===== src/sv/emp_mul.sv =====
`timescale 1ns / 1ps
`default_nettype none
module emp_mul (
   input  wire logic        clock,
   input  wire logic [31:0] a,
   input  wire logic [31:0] b,
   output logic      [63:0] prod
);
   logic [63:0] prod_ff;

   always_ff @(posedge clock) begin
      prod_ff <= 64'(a) * 64'(b);
   end

   assign prod = prod_ff;
endmodule
`default_nettype wire


===== config.mk =====
export PLATFORM = sky130hd
export DESIGN_NAME = emp_mul
export DESIGN_NICKNAME = d
export VERILOG_FILES = /design/src/sv/emp_mul.sv
export SDC_FILE = /design/constraint.sdc
export NUM_CORES = 2
export LEC_CHECK = 0
export BUFFER_PORTS_ARGS = -buffer_cell sky130_fd_sc_hd__buf_2
export CORE_ASPECT_RATIO = 1.4
export CORE_MARGIN = 2
export CORE_UTILIZATION = 25
export DETAILED_ROUTE_END_ITERATION = 7
export SETUP_SLACK_MARGIN = 0.15
export SYNTH_ARGS = -nofsm -noshare
export SYNTH_HDL_FRONTEND = slang
export SYNTH_SLANG_ARGS = --single-unit

===== constraint.sdc =====
create_clock -name clock -period 12.02 [get_ports clock]
set_input_delay 2.404 -clock clock [delete_from_list [all_inputs] [get_ports clock]]
set_output_delay 2.404 -clock clock [all_outputs]
set_load 0.005 [all_outputs]

# Word level (Yosys, flattened, before mapping)
# Index checks and enable logic that the tools add are counted.
dict set report classes {
  n_eq_ne 0
  shift 0
  n_addsub 0
  muxes 0
  n_div 0
  reduce_logical 0
  n_mul 1
  n_lt_le_gt_ge 0
  bitwise_logic 0
}
# cell n
set ops {}
lappend ops {{multiplier 32 x 32 -> 64 bit} 1}
dict set report word_totals {
  latchBits 0
  mem_count 0
  ff_bits 64
  romBits 0
  ramBits 0
}

# Depth between registers and ports, before layout
dict set report logic_depth {
  ltp_word 1
  depth_mapped 29
}

# Worst setup path before layout
# Ideal clock, no wire load.
dict set report synth_timing {
  kind {input to register}
  start {in a[25]}
  end {reg prod_ff[62] (netlist: prod[62])}
  n_path_buf 2
  path_slack_ps 2863
  setup_ps 72
  t_arrival_ps 9085
  path_stages 25
  required_ps 11948
  path_cell_list {clkbuf_1 -> nand2_1 -> fa_1 -> inv_1 -> fa_1 -> inv_1 -> fa_1 -> inv_1 -> fa_1 -> fa_1 -> fa_1 -> fa_1 -> inv_1 -> fa_1 -> inv_1 -> ha_1 -> buf_2 -> nand4_1 -> or4_1 -> or3_1 -> a31oi_1 -> a31o_2 -> a211oi_1 -> o21ai_1 -> xor2_1}
}
dict set report synth_via {
  elab_chain_len 1
}
# element line
set synth_rtl {}
lappend synth_rtl {{start: declaration} 5} ;# input wire logic [31:0] a,
lappend synth_rtl {{multiplier 32 x 32 -> 64 bit} 12} ;# prod_ff <= 64'(a) * 64'(b);
lappend synth_rtl {{end signal: assignment} 12}
lappend synth_rtl {{end: declaration} 9} ;# logic [63:0] prod_ff;
# No other way between the ends.

# Worst setup path in the final report
dict set report layout_timing {
  start {in b[8]}
  end {reg prod_ff[62] (netlist: prod[62])}
}
dict set report layout_via {
  elab_chain_len 1
}
# element line
set layout_rtl {}
lappend layout_rtl {{start: declaration} 6} ;# input wire logic [31:0] b,
lappend layout_rtl {{multiplier 32 x 32 -> 64 bit} 12}
# No other way between the ends.

==> summary.txt <==
Synthesis
  – Post-synth EDFFs: 0
  – Mapped Nets: 4,972
  – Seq/Total Area, Yosys: 3.69%
  – Dominant synthesized flop cell: dfxtp_1
  – Syn. warnings: 0
  – Avg Inst Size Synth: 9.25 um2
  – Mapped cell area: 34,700 um2
  – Synth cell types: 57
  – Ys async rst share: 0%
  – #FFs+latches synth: 64
  – Synth Instances: 3,748

Placed design
  – PortBufs: 128
  – Post-DP HPWL: 84,300 um
  – Dpl cells: 5,456
  – Routability Congestion: 0.876
  – Setup WS pre-CTS: 1.39 ns

Setup path
  – Critical path's slowest cell: fa_1
  – Worst Path Arrival: 10.58 ns
  – CP cell instances: buf_2, nand2_1, fa_1, inv_1, fa_1, inv_1, fa_1, inv_1, fa_1, fa_1, fa_1, fa_1, inv_1, fa_1, inv_1, ha_1, nand4_1, or4_1, or3_1, a31oi_1, a31o_2, a211oi_1, o21ai_1, xor2_1
  – Critical path class: in -> reg
  – Maximum fanout along the worst path: 32
  – Cell family with most CP delay: adder cells
  – CP Data Required Time: 12.34 ns
  – Worst stage delay on the critical path: 0.68 ns
  – Cell mode on critical path: fa_1
  – Crit path buffers/inverters: 6
  – Setup crit end kind: flop
  – Critical path startpoint category: primary input

Clock network
  – CTS Hold Bufs: 0
  – Max clock buf depth: 2
  – Clk slew on worst S/H paths: 0.07 ns
  – TritonCTS clock tree: yes
  – Clock Sink Count: 64
  – Clock buffer count from CTS: 9
  – CTS resizes: 0
  – H-tree depth: 3
  – Post-CTS setup buffers: 0
  – CTS Root Cell: clkbuf_16

Floorplan
  – Cell Rows: 161
  – Core box area: 138,000 um2
  – Die Y: 445 um
  – Initial Util: 25.2%
  – Die X: 319 um
  – Die area: 142,000 um2
  – IO Pins: 129

STA
  – Fin crit share: 85.4%
  – Setup TNS: 0 ns
  – Final slew viol count: 0
  – Peak Freq: 97.4 MHz
  – RSZ-0062 raised after global routing: false
  – Final worst setup slack: 1.76 ns
  – Slew headroom: 44.2%
  – Final min period: 10.26 ns
  – Final setup fails: 0
  – Least-Margin Pin Slew: 0.837 ns
  – Hold Fails Final Rpt: 0

Global routing
  – Total congestion overflow: 0
  – Initial antenna violation count: 24
  – Global Route Usage Sum: 15.0%
  – Vias in the first global route: 27,957
  – Largest net degree at the start of global routing: 33
  – First-pass GRT wire length: 163,000 um

Cells and area
  – Net count, final: 4,898
  – Fillers: 14,670
  – Largest register FFs: 64
  – Non-Filler Instances: 5,474
  – Area Growth Syn to Fin: 6.96%
  – Share of layout cells above drive strength 1: 4.57%

Detailed routing
  – Mean routed wirelength per cell: 18.7 um
  – WL final: 102,000 um
  – Post-route ant nets: 0
  – Detailed Routing Iterations Pass 1: 5
  – Via count: 24,815
  – Initial drt markers: 1,339
  – Via/cell ratio: 4.53
  – Drc violations: 0

Status
  – Status: completed

Worst hold path
  – Hold Path Stages: 2
  – HP Class: in -> reg
  – Hold Startpoint: a[0]
  – Hold Path Sink: prod[0]

Flow run
  – Max cap viols: 0
through the flow:
step | utilization [%] | hold WS [ns] | cell area, um2
finish | 27.0 | 2.67 | 37100
global route | 27.0 | 2.68 | 37100
CTS | 27.0 | 2.64 | 37100
detailed placement | 26.7 | 2.78 | 36800
global placement | 26.7 | 2.78 | 36800
floorplan | - | 2.53 | 34700
cell usage in the layout, fill, tap and decap left out, types with 4 or more instances in the layout:
| cell | count |
|---|---|
| a21o_1 | 40 |
| a21oi_1 | 63 |
| a221o_1 | 4 |
| a31oi_1 | 12 |
| and2_1 | 602 |
| and3_1 | 14 |
| buf_2 | 128 |
| buf_4 | 7 |
| clkbuf_16 | 9 |
| dfxtp_1 | 64 |
| fa_1 | 896 |
| ha_1 | 263 |
| inv_1 | 865 |
| nand2_1 | 480 |
| nand3_1 | 10 |
| nand4_1 | 23 |
| nor2_1 | 20 |
| nor3_1 | 7 |
| o21a_1 | 9 |
| o21ai_0 | 21 |
| o21ai_1 | 5 |
| o21bai_1 | 10 |
| xnor2_1 | 35 |
| xor2_1 | 25 |
kinds of logic (layout without fill, tap and decap cells):
| kind of cell | after synthesis | after routing | synth area share [%] |
|---|---|---|---|
| flip-flops | 64 | 64 | 3.69 |
| adder cells (fa/ha/maj) | 1159 | 1159 | 61.2 |
| other | 0 | 2 | 0 |
| AND/OR/NAND/NOR | 1177 | 1177 | 17.6 |
| AO/OA/AOI/OAI | 202 | 202 | 4.15 |
| XOR/XNOR | 60 | 60 | 1.52 |
| multiplexers | 1 | 1 | 0.0289 |
| buffers and inverters | 1085 | 1016 | 11.8 |
worst max-delay path by stage:
stage | from | to | cells past startpoint
CTS | a[27] | prod[62] | 22
floorplan | a[25] | prod[62] | 25
global placement | a[27] | prod[62] | 22
finish | b[8] | prod[62] | 24
detailed placement | a[27] | prod[62] | 22
global route | a[27] | prod[62] | 22
synthesized netlist by cell type, types with 4 or more instances:
cell type	number	area share (%)
a21oi_1	63	0.91
ha_1	263	9.5
fa_1	896	52
nand3_1	10	0.14
and3_1	14	0.25
nand2_1	480	5.2
o21ai_0	21	0.30
a221o_1	4	0.12
o21ai_1	5	0.072
nand4_1	23	0.41
nor3_1	7	0.10
xnor2_1	35	0.88
clkbuf_1	213	2.3
nor2_1	20	0.22
o21bai_1	10	0.22
xor2_1	25	0.63
buf_2	6	0.087
and2_1	602	11
dfxtp_1	64	3.7
inv_1	865	9.4
o21a_1	9	0.19
a31oi_1	12	0.22
a21o_1	40	0.87
final cells by class:
class | count | area [um2] | share of cell area, %
Antenna cell | 2 | 5.00 | 0.0135
Inverter | 865 | 3250 | 8.75
Multi-Input combinational cell | 2599 | 29300 | 79.0
Timing Repair Buffer | 135 | 693 | 1.87
Clock inverter | 7 | 78.8 | 0.213
Tap cell | 1793 | 2240 | 6.05
Clock buffer | 9 | 225 | 0.607
Sequential cell | 64 | 1280 | 3.45
layer usage:
layer,track usage [%],vias up,share of wire (%)
met5,0,-,0.099
met4,8.21,16,6.4
met3,1.66,258,3.6
met2,28.9,664,56
met1,15.7,13200,34
li1,-,10677,-
Power is left out: the tool's default activity adds up to more than one toggle a clock period on the data nets, which glitch-free logic cannot reach.
