<file path="src/sv/emp_div.sv">
`timescale 1ns / 1ps
`default_nettype none
module emp_div #(
   parameter int TIME_BITS = 32,
   parameter int FRAC_BITS = 16
) (
   input  wire logic                 clock,
   input  wire logic                 reset,
   input  wire logic                 start,
   input  wire logic [63:0]          num,
   input  wire logic [63:0]          den,
   output logic                      done,
   output logic      [TIME_BITS-1:0] quot
);
   localparam int NW    = 64 + FRAC_BITS;
   localparam int CW    = 64 + TIME_BITS + FRAC_BITS;
   localparam int CNT_W = $clog2(TIME_BITS + 1);

   logic [NW-1:0]        nwide;
   logic                 big;
   logic [64:0]          r2;
   logic                 qbit;
   logic                 busy_ff;
   logic                 done_ff;
   logic [CNT_W-1:0]     cnt_ff;
   logic [63:0]          rem_ff;
   logic [63:0]          den_ff;
   logic [TIME_BITS-1:0] low_ff;
   logic [TIME_BITS-1:0] q_ff;

   always_comb begin
      nwide = {num, {FRAC_BITS{1'b0}}};
      big   = CW'(nwide) >= (CW'(den) << TIME_BITS);
      r2    = {rem_ff, low_ff[TIME_BITS-1]};
      qbit  = r2 >= {1'b0, den_ff};
   end

   always_ff @(posedge clock) begin
      if (reset) begin
         busy_ff <= 1'b0;
         done_ff <= 1'b0;
         cnt_ff  <= '0;
      end else begin
         done_ff <= 1'b0;
         if (start) begin
            den_ff <= den;
            if (big) begin
               q_ff    <= '1;
               done_ff <= 1'b1;
            end else begin
               rem_ff  <= 64'(nwide >> TIME_BITS);
               low_ff  <= nwide[TIME_BITS-1:0];
               q_ff    <= '0;
               cnt_ff  <= CNT_W'(TIME_BITS);
               busy_ff <= 1'b1;
            end
         end else if (busy_ff) begin
            rem_ff <= qbit ? 64'(r2 - {1'b0, den_ff}) : r2[63:0];
            low_ff <= low_ff << 1;
            q_ff   <= {q_ff[TIME_BITS-2:0], qbit};
            cnt_ff <= cnt_ff - CNT_W'(1);
            if (cnt_ff == CNT_W'(1)) begin
               busy_ff <= 1'b0;
               done_ff <= 1'b1;
            end
         end
      end
   end

   assign done = done_ff;
   assign quot = q_ff;
endmodule
`default_nettype wire

</file>
<file path="config.mk">
export PLATFORM = sky130hd
export DESIGN_NAME = emp_div
export DESIGN_NICKNAME = d
export VERILOG_FILES = /design/src/sv/emp_div.sv
export SDC_FILE = /design/constraint.sdc
export NUM_CORES = 1
export LEC_CHECK = 0
export BUFFER_PORTS_ARGS = -buffer_cell sky130_fd_sc_hd__buf_2
export CORE_UTILIZATION = 25
export CTS_CLUSTER_DIAMETER = 200
export DETAILED_ROUTE_END_ITERATION = 12
export SLEW_MARGIN = 15
export SYNTH_ARGS = -nofsm -noshare
export SYNTH_HDL_FRONTEND = slang
export SYNTH_SLANG_ARGS = --single-unit
</file>
<file path="constraint.sdc">
create_clock -name clock -period 12.1 [get_ports clock]
set_input_delay 1.21 -clock clock [delete_from_list [all_inputs] [get_ports clock]]
set_output_delay 1.21 -clock clock [all_outputs]
set_load 0.005 [all_outputs]
</file>
### Word level (Yosys, flattened, before mapping)

Index checks and enable logic that the tools add are counted.

| operators by class | value |
|---|---|
| muxes and demuxes | 21 |
| magnitude comparators | 2 |
| bitwise operators | 1 |
| add/sub/neg operators | 2 |
| equal/unequal tests | 2 |
| reductions and logical operators | 5 |

Operators by type and width:

| cell | number |
|---|---|
| 64-bit two-way mux | 4 |
| 32-bit two-way mux | 6 |
| 80-bit by 96-bit greater-or-equal comparator with 1-bit output | 1 |
| 65-bit by 64-bit greater-or-equal comparator with 1-bit output | 1 |
| 64-bit subtractor | 1 |
| 6-bit two-way mux | 3 |
| 1-bit two-way mux | 8 |
| 6-bit by 1-bit equality test with 1-bit output (second input constant) | 1 |
| 2-bit AND reduction | 3 |
| 6-bit by 1-bit subtractor with 6-bit output (second input constant) | 1 |
| 3-bit AND reduction | 1 |
| 2-bit != test (second input constant) | 1 |
| 2-bit nonzero test | 1 |
| 1-bit NOT | 1 |

| word-level totals | value |
|---|---|
| word-level logic and storage cells | 40 |
| output and inout port bits | 33 |
| register bits | 200 |

### Logic depth before layout (Yosys ltp)

Gate-level depths: netlist of run 1.

| depth | value |
|---|---|
| depth after elaboration | 4 |
| mapped depth | 15 |
| depth with buffers taken out | 13 |

### Worst setup path before layout of run 1

Ideal clock, no wire load.

| timing | value |
|---|---|
| path kind | input-to-reg |
| start point | input port den[1] |
| end point | register low_ff[16] (enable) |
| data arrival time | 6.367 ns |
| buffers on the path | 0 |
| slack | 5.214 ns |
| library setup time | 0.519 ns |
| cell stages on the path | 12 |
| cell sequence | inv_1 -> ha_1 -> nor2b_1 -> o21a_1 -> o21a_1 -> o21ai_0 -> a21boi_0 -> o41ai_1 -> a31oi_1 -> nor3_2 -> nor2_1 -> nor2_1 |

| on the way | value |
|---|---|
| cells in the longest elaborated chain, start to end | 3 |

Ends and longest elaborated chain:

| item | RTL line | source |
|---|---|---|
| start: declaration | 11 | `input wire logic [63:0] den,` |
| 80-bit by 96-bit greater-or-equal comparator with 1-bit output | 33 | `big = CW'(nwide) >= (CW'(den) << TIME_BITS);` |
| 2-bit != test (no source line) | - |  |
| 3-bit AND reduction (no source line) | - |  |
| end signal: assignment | 52 | `low_ff <= nwide[TIME_BITS-1:0];` |
| end signal: assignment | 59 | `low_ff <= low_ff << 1;` |
| end: declaration | 28 | `logic [TIME_BITS-1:0] low_ff;` |

Every way passes these cells.
A chain may end at the register's enable or synchronous reset.

### Final worst setup path of run 1

| timing | value |
|---|---|
| start point | input port num[41] |
| end point | register rem_ff[58] (enable) |

| on the way | value |
|---|---|
| cells in the longest elaborated chain, start to end | 3 |

Ends and longest elaborated chain:

| item | RTL line | source |
|---|---|---|
| start: declaration | 10 | `input wire logic [63:0] num,` |
| 80-bit by 96-bit greater-or-equal comparator with 1-bit output | 33 |  |
| 2-bit != test (no source line) | - |  |
| 3-bit AND reduction (no source line) | - |  |
| end signal: assignment | 51 | `rem_ff <= 64'(nwide >> TIME_BITS);` |
| end signal: assignment | 58 | `rem_ff <= qbit ? 64'(r2 - {1'b0, den_ff}) : r2[63:0];` |
| end: declaration | 26 | `logic [63:0] rem_ff;` |

Every way passes these cells.

==> impl_metrics.env, run 1 <==
export IMPL_status="finished clean"
export IMPL_cts_hold_buf=0
export IMPL_relSlewSlack_pct=36.3
export IMPL_rsz0062_at_grt="false"
export IMPL_crit_path_top_delay_cell="a2111oi_0"
export IMPL_p_per_area_nw_per_um2=129
export IMPL_start_util_pct=25.5
export IMPL_fin_nets=1698
export IMPL_synth_top_family_by_area="compound AO/OA/AOI/OAI gates"
export IMPL_yosys_area_share_simple_pct=13.3
export IMPL_cts_max_level=4
export IMPL_hold_path_startpoint="cnt_ff[5]"
export IMPL_syn2layout_area_growth_pct=16.1
export IMPL_clock_sinks=184
export IMPL_comb_power_share_pct=29.1
export IMPL_crit_path_start="num[41]"
export IMPL_layout_min_cycle_time_ns=5.14
export IMPL_gp_congestion=0.877
export IMPL_async_flop_share_pct=0
export IMPL_syn_nets=1568
export IMPL_grt_ovfl_total=0
export IMPL_layout_drive_gt1_share_pct=17.0
export IMPL_synthFlopType="edfxtp_1"
export IMPL_max_freq_mhz=195
export IMPL_numCtsBuffers=17
export IMPL_ys_ff_latch=184
export IMPL_seq_area_frac_synth_pct=42.3
export IMPL_syn_mean_instance_area_um2=9.73
export IMPL_grt_max_degree=73
export IMPL_rows=82
export IMPL_grt_pass1_wl_um=58900
export IMPL_required_ns=12.20
export IMPL_grt_usage_pct=14.4
export IMPL_cp_start_kind="input port"
export IMPL_clkPwrFrac_pct=30.1
export IMPL_ys_top_cells_by_area="edfxtp_1, ha_1, a21oi_1, nor2_1, inv_1"
export IMPL_yosysWarningCount=0
export IMPL_p_int_mw=1.28
export IMPL_coreArea_um2=50500
export IMPL_synth_fa_ha_area_share_pct=11.2
export IMPL_switchingPower_mw=0.639
export IMPL_cts_buffer_depth=2
export IMPL_skew_ns=0.0186
export IMPL_ys_types=79
export IMPL_ir_drop_v=0.0000746
export IMPL_yosys_top_cells_count="edfxtp_1, nor2_1, inv_1, a21oi_1, ha_1"
export IMPL_clk_pin_slew_ns=0.07
export IMPL_drc_errors=0
export IMPL_utilization_pct=29.6
export IMPL_cp_max_fo=43
export IMPL_yosys_area_top_type="edfxtp_1"
export IMPL_cpLargestDelayFamily="compound AO/OA/AOI/OAI gates"
export IMPL_hold_viol=0
export IMPL_final_max_slew_viol_count=0
export IMPL_maxCapViolations=0
export IMPL_setup_tns_ns=0
export IMPL_io_pins=164
export IMPL_vias=10300
export IMPL_die_w_um=229
export IMPL_synthXorXnorAreaFrac_pct=4.02
export IMPL_synth_area_um2=12900
export IMPL_first_pass_iters=5
export IMPL_synthCells=1322
export IMPL_clockRootBuffer="clkbuf_16"
export IMPL_worstReg2RegStart="den_ff[1]"
export IMPL_cts_tree="yes"
export IMPL_cp_end_kind="flip-flop"
export IMPL_power_frac_seq_pct=40.8
export IMPL_synth_top_area_share_pct=41.1
export IMPL_min_path_type="reg -> reg"
export IMPL_antenna_found_initial=13
export IMPL_max_slew_worst_pin_slew_ns=0.955
export IMPL_p_sw_share_pct=33.3
export IMPL_synth_most_common_cell="edfxtp_1"
export IMPL_slowest_delay_ns=0.55
export IMPL_post_route_period_util_pct=42.5
export IMPL_num_fill_cells=5303
export IMPL_dieArea_um2=52400
export IMPL_synth_compound_area_share_pct=17.3
export IMPL_worstSetupPathType="in -> reg"
export IMPL_p_leak_nw=6.55
export IMPL_grt_pass1_vias=10400
export IMPL_die_h_um=229
export IMPL_antenna_left=0
export IMPL_wl_um=37200
export IMPL_io_buffer_count=163
export IMPL_synth_enable_flop_cells=176
export IMPL_yosys_mux_area_fraction_pct=5.39
export IMPL_dpl_hpwl_um=29100
export IMPL_clkLatencyLatePin_ns=0.47
export IMPL_cts_repair_resized=0
export IMPL_post_cts_buffers=0
export IMPL_viasPerCell=4.84
export IMPL_hold_ws_ns=0.498
export IMPL_routedWlPerCell_um=17.4
export IMPL_critPathBufInv=4
export IMPL_path_cells="buf_2 > ha_1 > a21o_1 > a21o_1 > a21oi_1 > nor2_1 > a2111oi_0 > a31oi_1 > nor3_4 > buf_4 > nor2_1 > nor2_4 > buf_12 > buf_4"
export IMPL_dr_first_iter_drc_count=571
export IMPL_setup_violations=0
export IMPL_worst_ep_arrival_time_ns=5.24
-- kinds of logic after synthesis --
logic type | after synthesis
AND/OR/NAND/NOR | 362
AO/OA/AOI/OAI | 334
buffers and inverters | 201
flip-flops | 184
adder cells (fa/ha/maj) | 115
multiplexers | 67
XOR/XNOR | 59
-- power groups by stage --
stage                     registers, mW  clock network [mW]  logic (mW)
final                             0.783               0.577       0.559
after CTS                         0.784               0.597       0.559
after detailed placement          0.797                   0       0.556
after global routing              0.789               0.617       0.625
after floorplan                   0.793                   0       0.414
after global placement            0.796                   0       0.548
-- cell usage in the layout (no fill, tap or decap), types with 13 or more instances in the layout --
cell type and count:
nor2b_1 13, inv_1 138, a21oi_1 125, clkbuf_16 18
nor2_1 161, mux2_2 18, xnor2_1 34, nand3_1 15
buf_2 163, nand2_1 67, xor2_1 25, mux2i_1 49
ha_1 114, edfxtp_1 176, o21bai_1 13, a21o_1 57
nand4_1 40, o21ai_0 43
-- layer usage --
metal  GRT usage, %  share of wire [%]
met5              0               0.36
met4           3.83                1.3
met3           3.74                5.5
met2           22.8                 46
met1           19.4                 47
-- state kept, by name, summed over array words and instances, names as in the netlist --
register	cells
cnt_ff	6
quot	32
den_ff	64
busy_ff	1
low_ff	16
done	1
rem_ff	64
-- final timing paths --
check / cells after the start / to / slack (ns)
max reg2reg: 13 / rem_ff[27] / 8.01
min reg2reg: 1 / cnt_ff[5] / 0.50
min: 1 / cnt_ff[5] / 0.50
max: 14 / rem_ff[58] / 6.96
-- layout make-up --
| class | instances | area (um2) | area share [%] |
|---|---|---|---|
| Clock inverter | 13 | 151 | 1.01 |
| Multi-Input combinational cell | 937 | 6620 | 44.3 |
| Timing Repair Buffer | 172 | 896 | 6.00 |
| Sequential cell | 184 | 5450 | 36.5 |
| Tap cell | 672 | 841 | 5.63 |
| Inverter | 140 | 526 | 3.52 |
| Antenna cell | 2 | 5.00 | 0.0335 |
| Clock buffer | 19 | 454 | 3.04 |
-- stage by stage --
stage	setup slack [ns]	cells	cell area [um2]	power, mW
floorplan	5.21	1322	12900	1.21
global placement	6.14	2104	14300	1.34
detailed placement	5.97	2104	14300	1.35
CTS	6.47	2136	14900	1.94
global route	6.47	2138	14900	2.03
finish	6.96	2139	14900	1.92
Note: power is estimated with default switching activity, not from simulation.
==> run 2: changes to the inputs <==
==> constraint.sdc (replaced) <==
create_clock -name clock -period 5 [get_ports clock]
set_input_delay 0.5 -clock clock [delete_from_list [all_inputs] [get_ports clock]]
set_output_delay 0.5 -clock clock [all_outputs]
set_load 0.005 [all_outputs]
==> run 2 against run 1 <==
Effect of this change:
- final cell count grew 0.28%
- core utilization is essentially flat
- combinational power increased by 140%
- non-clock buffer count is 4 higher
- via count decreased by 0.79%
- largest cell class unchanged
==> impl_metrics.env, run 2 (synthesis gave the netlist of run 1 again) <==
export IMPL_status="finished clean"
export IMPL_first_pass_iters=5
export IMPL_viasPerCell=4.79
export IMPL_comb_power_share_pct=29.1
export IMPL_clockRootBuffer="clkbuf_16"
export IMPL_setup_violations=0
export IMPL_grt_usage_pct=14.2
export IMPL_gp_congestion=0.885
export IMPL_dr_first_iter_drc_count=602
export IMPL_dpl_hpwl_um=28900
export IMPL_cts_hold_buf=0
export IMPL_drc_errors=0
export IMPL_worstSetupPathType="reg -> reg"
export IMPL_cp_max_fo=4
export IMPL_cp_end_kind="flip-flop"
export IMPL_cts_max_level=4
export IMPL_layout_drive_gt1_share_pct=17.3
export IMPL_ir_drop_v=0.000282
export IMPL_vias=10300
export IMPL_grt_ovfl_total=0
export IMPL_cts_tree="yes"
export IMPL_cp_start_kind="flip-flop"
export IMPL_numCtsBuffers=17
export IMPL_final_cell_mix="edfxtp_1, buf_2, nor2_1, inv_1, a21oi_1"
export IMPL_p_sw_share_pct=32.6
export IMPL_clock_sinks=184
export IMPL_setup_tns_ns=0
export IMPL_post_cts_buffers=0
export IMPL_cts_repair_resized=0
export IMPL_io_pins=164
export IMPL_switchingPower_mw=1.51
export IMPL_rsz0062_at_grt="false"
export IMPL_fin_ws_ns=1.11
export IMPL_cts_buffer_depth=2
export IMPL_maxCapViolations=0
export IMPL_grt_pass1_wl_um=57400
export IMPL_syn2layout_area_growth_pct=16.2
export IMPL_antenna_left=0
export IMPL_power_frac_seq_pct=40.8
export IMPL_hold_viol=0
export IMPL_die_h_um=229
export IMPL_min_path_type="in -> reg"
export IMPL_clk_pin_slew_ns=0.08
export IMPL_p_int_mw=3.13
export IMPL_multi_input_area_um2=6620
export IMPL_path_cells="ha_1 > fa_1 > nor2b_1 > o31ai_4 > a211oi_2 > nor2_1 > o31ai_2 > a311oi_1 > o41ai_2 > a21oi_1 > xnor2_1 > a21o_1"
export IMPL_crit_path_top_delay_cell="o31ai_2"
export IMPL_wl_um=36700
export IMPL_required_ns=5.23
export IMPL_fin_nets=1702
export IMPL_coreArea_um2=50500
export IMPL_antenna_found_initial=20
export IMPL_worst_ep_arrival_time_ns=4.13
export IMPL_grt_pass1_vias=10300
export IMPL_rows=82
export IMPL_p_leak_nw=6.56
export IMPL_grt_max_degree=72
export IMPL_num_fill_cells=5360
export IMPL_p_per_area_nw_per_um2=310
export IMPL_clkPwrFrac_pct=30.0
export IMPL_die_w_um=229
export IMPL_relSlewSlack_pct=44.1
export IMPL_max_freq_mhz=257
export IMPL_post_route_period_util_pct=77.9
export IMPL_layout_min_cycle_time_ns=3.89
export IMPL_dieArea_um2=52400
export IMPL_slowest_delay_ns=0.49
export IMPL_max_slew_worst_pin_slew_ns=0.839
export IMPL_place_ws_ns=0.969
export IMPL_start_util_pct=25.5
export IMPL_skew_ns=0.0184
export IMPL_clkLatencyLatePin_ns=0.49
export IMPL_io_buffer_count=163
export IMPL_routedWlPerCell_um=17.1
export IMPL_layout_commonest_cell="edfxtp_1"
export IMPL_final_max_slew_viol_count=0
export IMPL_register_area_um2=5450
run 2: cell count changes in the layout (fill, tap and decap cells not counted), sizes merged:
cell | before | now
buf | 172 | 176
bufinv | 0 | 1
clkinv | 7 | 3
clkinvlp | 0 | 2
diode | 2 | 4
inv | 146 | 147
run 2: final timing paths:
path                            slack (ns)          to  cells past startpoint      start
worst max-delay path                  1.11  rem_ff[40]                     12  den_ff[0]
worst min-delay path                  0.20  den_ff[15]                      1    den[15]
worst max register to register        1.11  rem_ff[40]                     12  den_ff[0]
worst min register to register        0.51   cnt_ff[5]                      1  cnt_ff[5]
run 2: worst max-delay path: cells and delay by family, from the launching register on:
family | cells | cell delay (ns)
fa+ha+maj | 2 | 0.65
simple gates | 2 | 0.38
xor+xnor | 1 | 0.15
compound gates | 7 | 2.09
flops | 1 | 0.37
run 2: final cells by class:
type	instances	area share (%)
sequential	184	36.4
tap	672	5.62
multi-input combinational	937	44.3
timing repair buffer	176	6.19
clock inverter	13	0.887
inverter	140	3.51
clock buffer	19	3.03
antenna	4	0.0669
run 2: routing by layer:
metal  vias up  global-route usage, %  part of all wire [%]
li1       5055                      -                     -
met1      4903                   18.2                    47
met2       211                   22.6                    46
met3        70                   4.38                   5.5
met4        28                   4.31                   1.7
met5         -                      0                  0.42
run 2: power by group through the flow:
stage               logic [mW]  clock network (mW)  registers [mW]
floorplan                 1.00                   0            1.92
global placement          1.33                   0            1.92
detailed placement        1.35                   0            1.93
CTS                       1.36                1.45            1.89
global route              1.50                1.49            1.91
finish                    1.35                1.39            1.89
run 2: through the flow:
stage / hold WS, ns / instances / util, % / instance area (um2) / total power, mW
floorplan: 0.445 / 1322 / - / 12900 / 2.92
finish: 0.197 / 2145 / 29.6 / 15000 / 4.64
global placement: 0.469 / 2109 / 28.4 / 14400 / 3.25
CTS: 0.152 / 2141 / 29.6 / 14900 / 4.70
detailed placement: 0.496 / 2109 / 28.4 / 14400 / 3.27
global route: 0.170 / 2144 / 29.6 / 14900 / 4.90
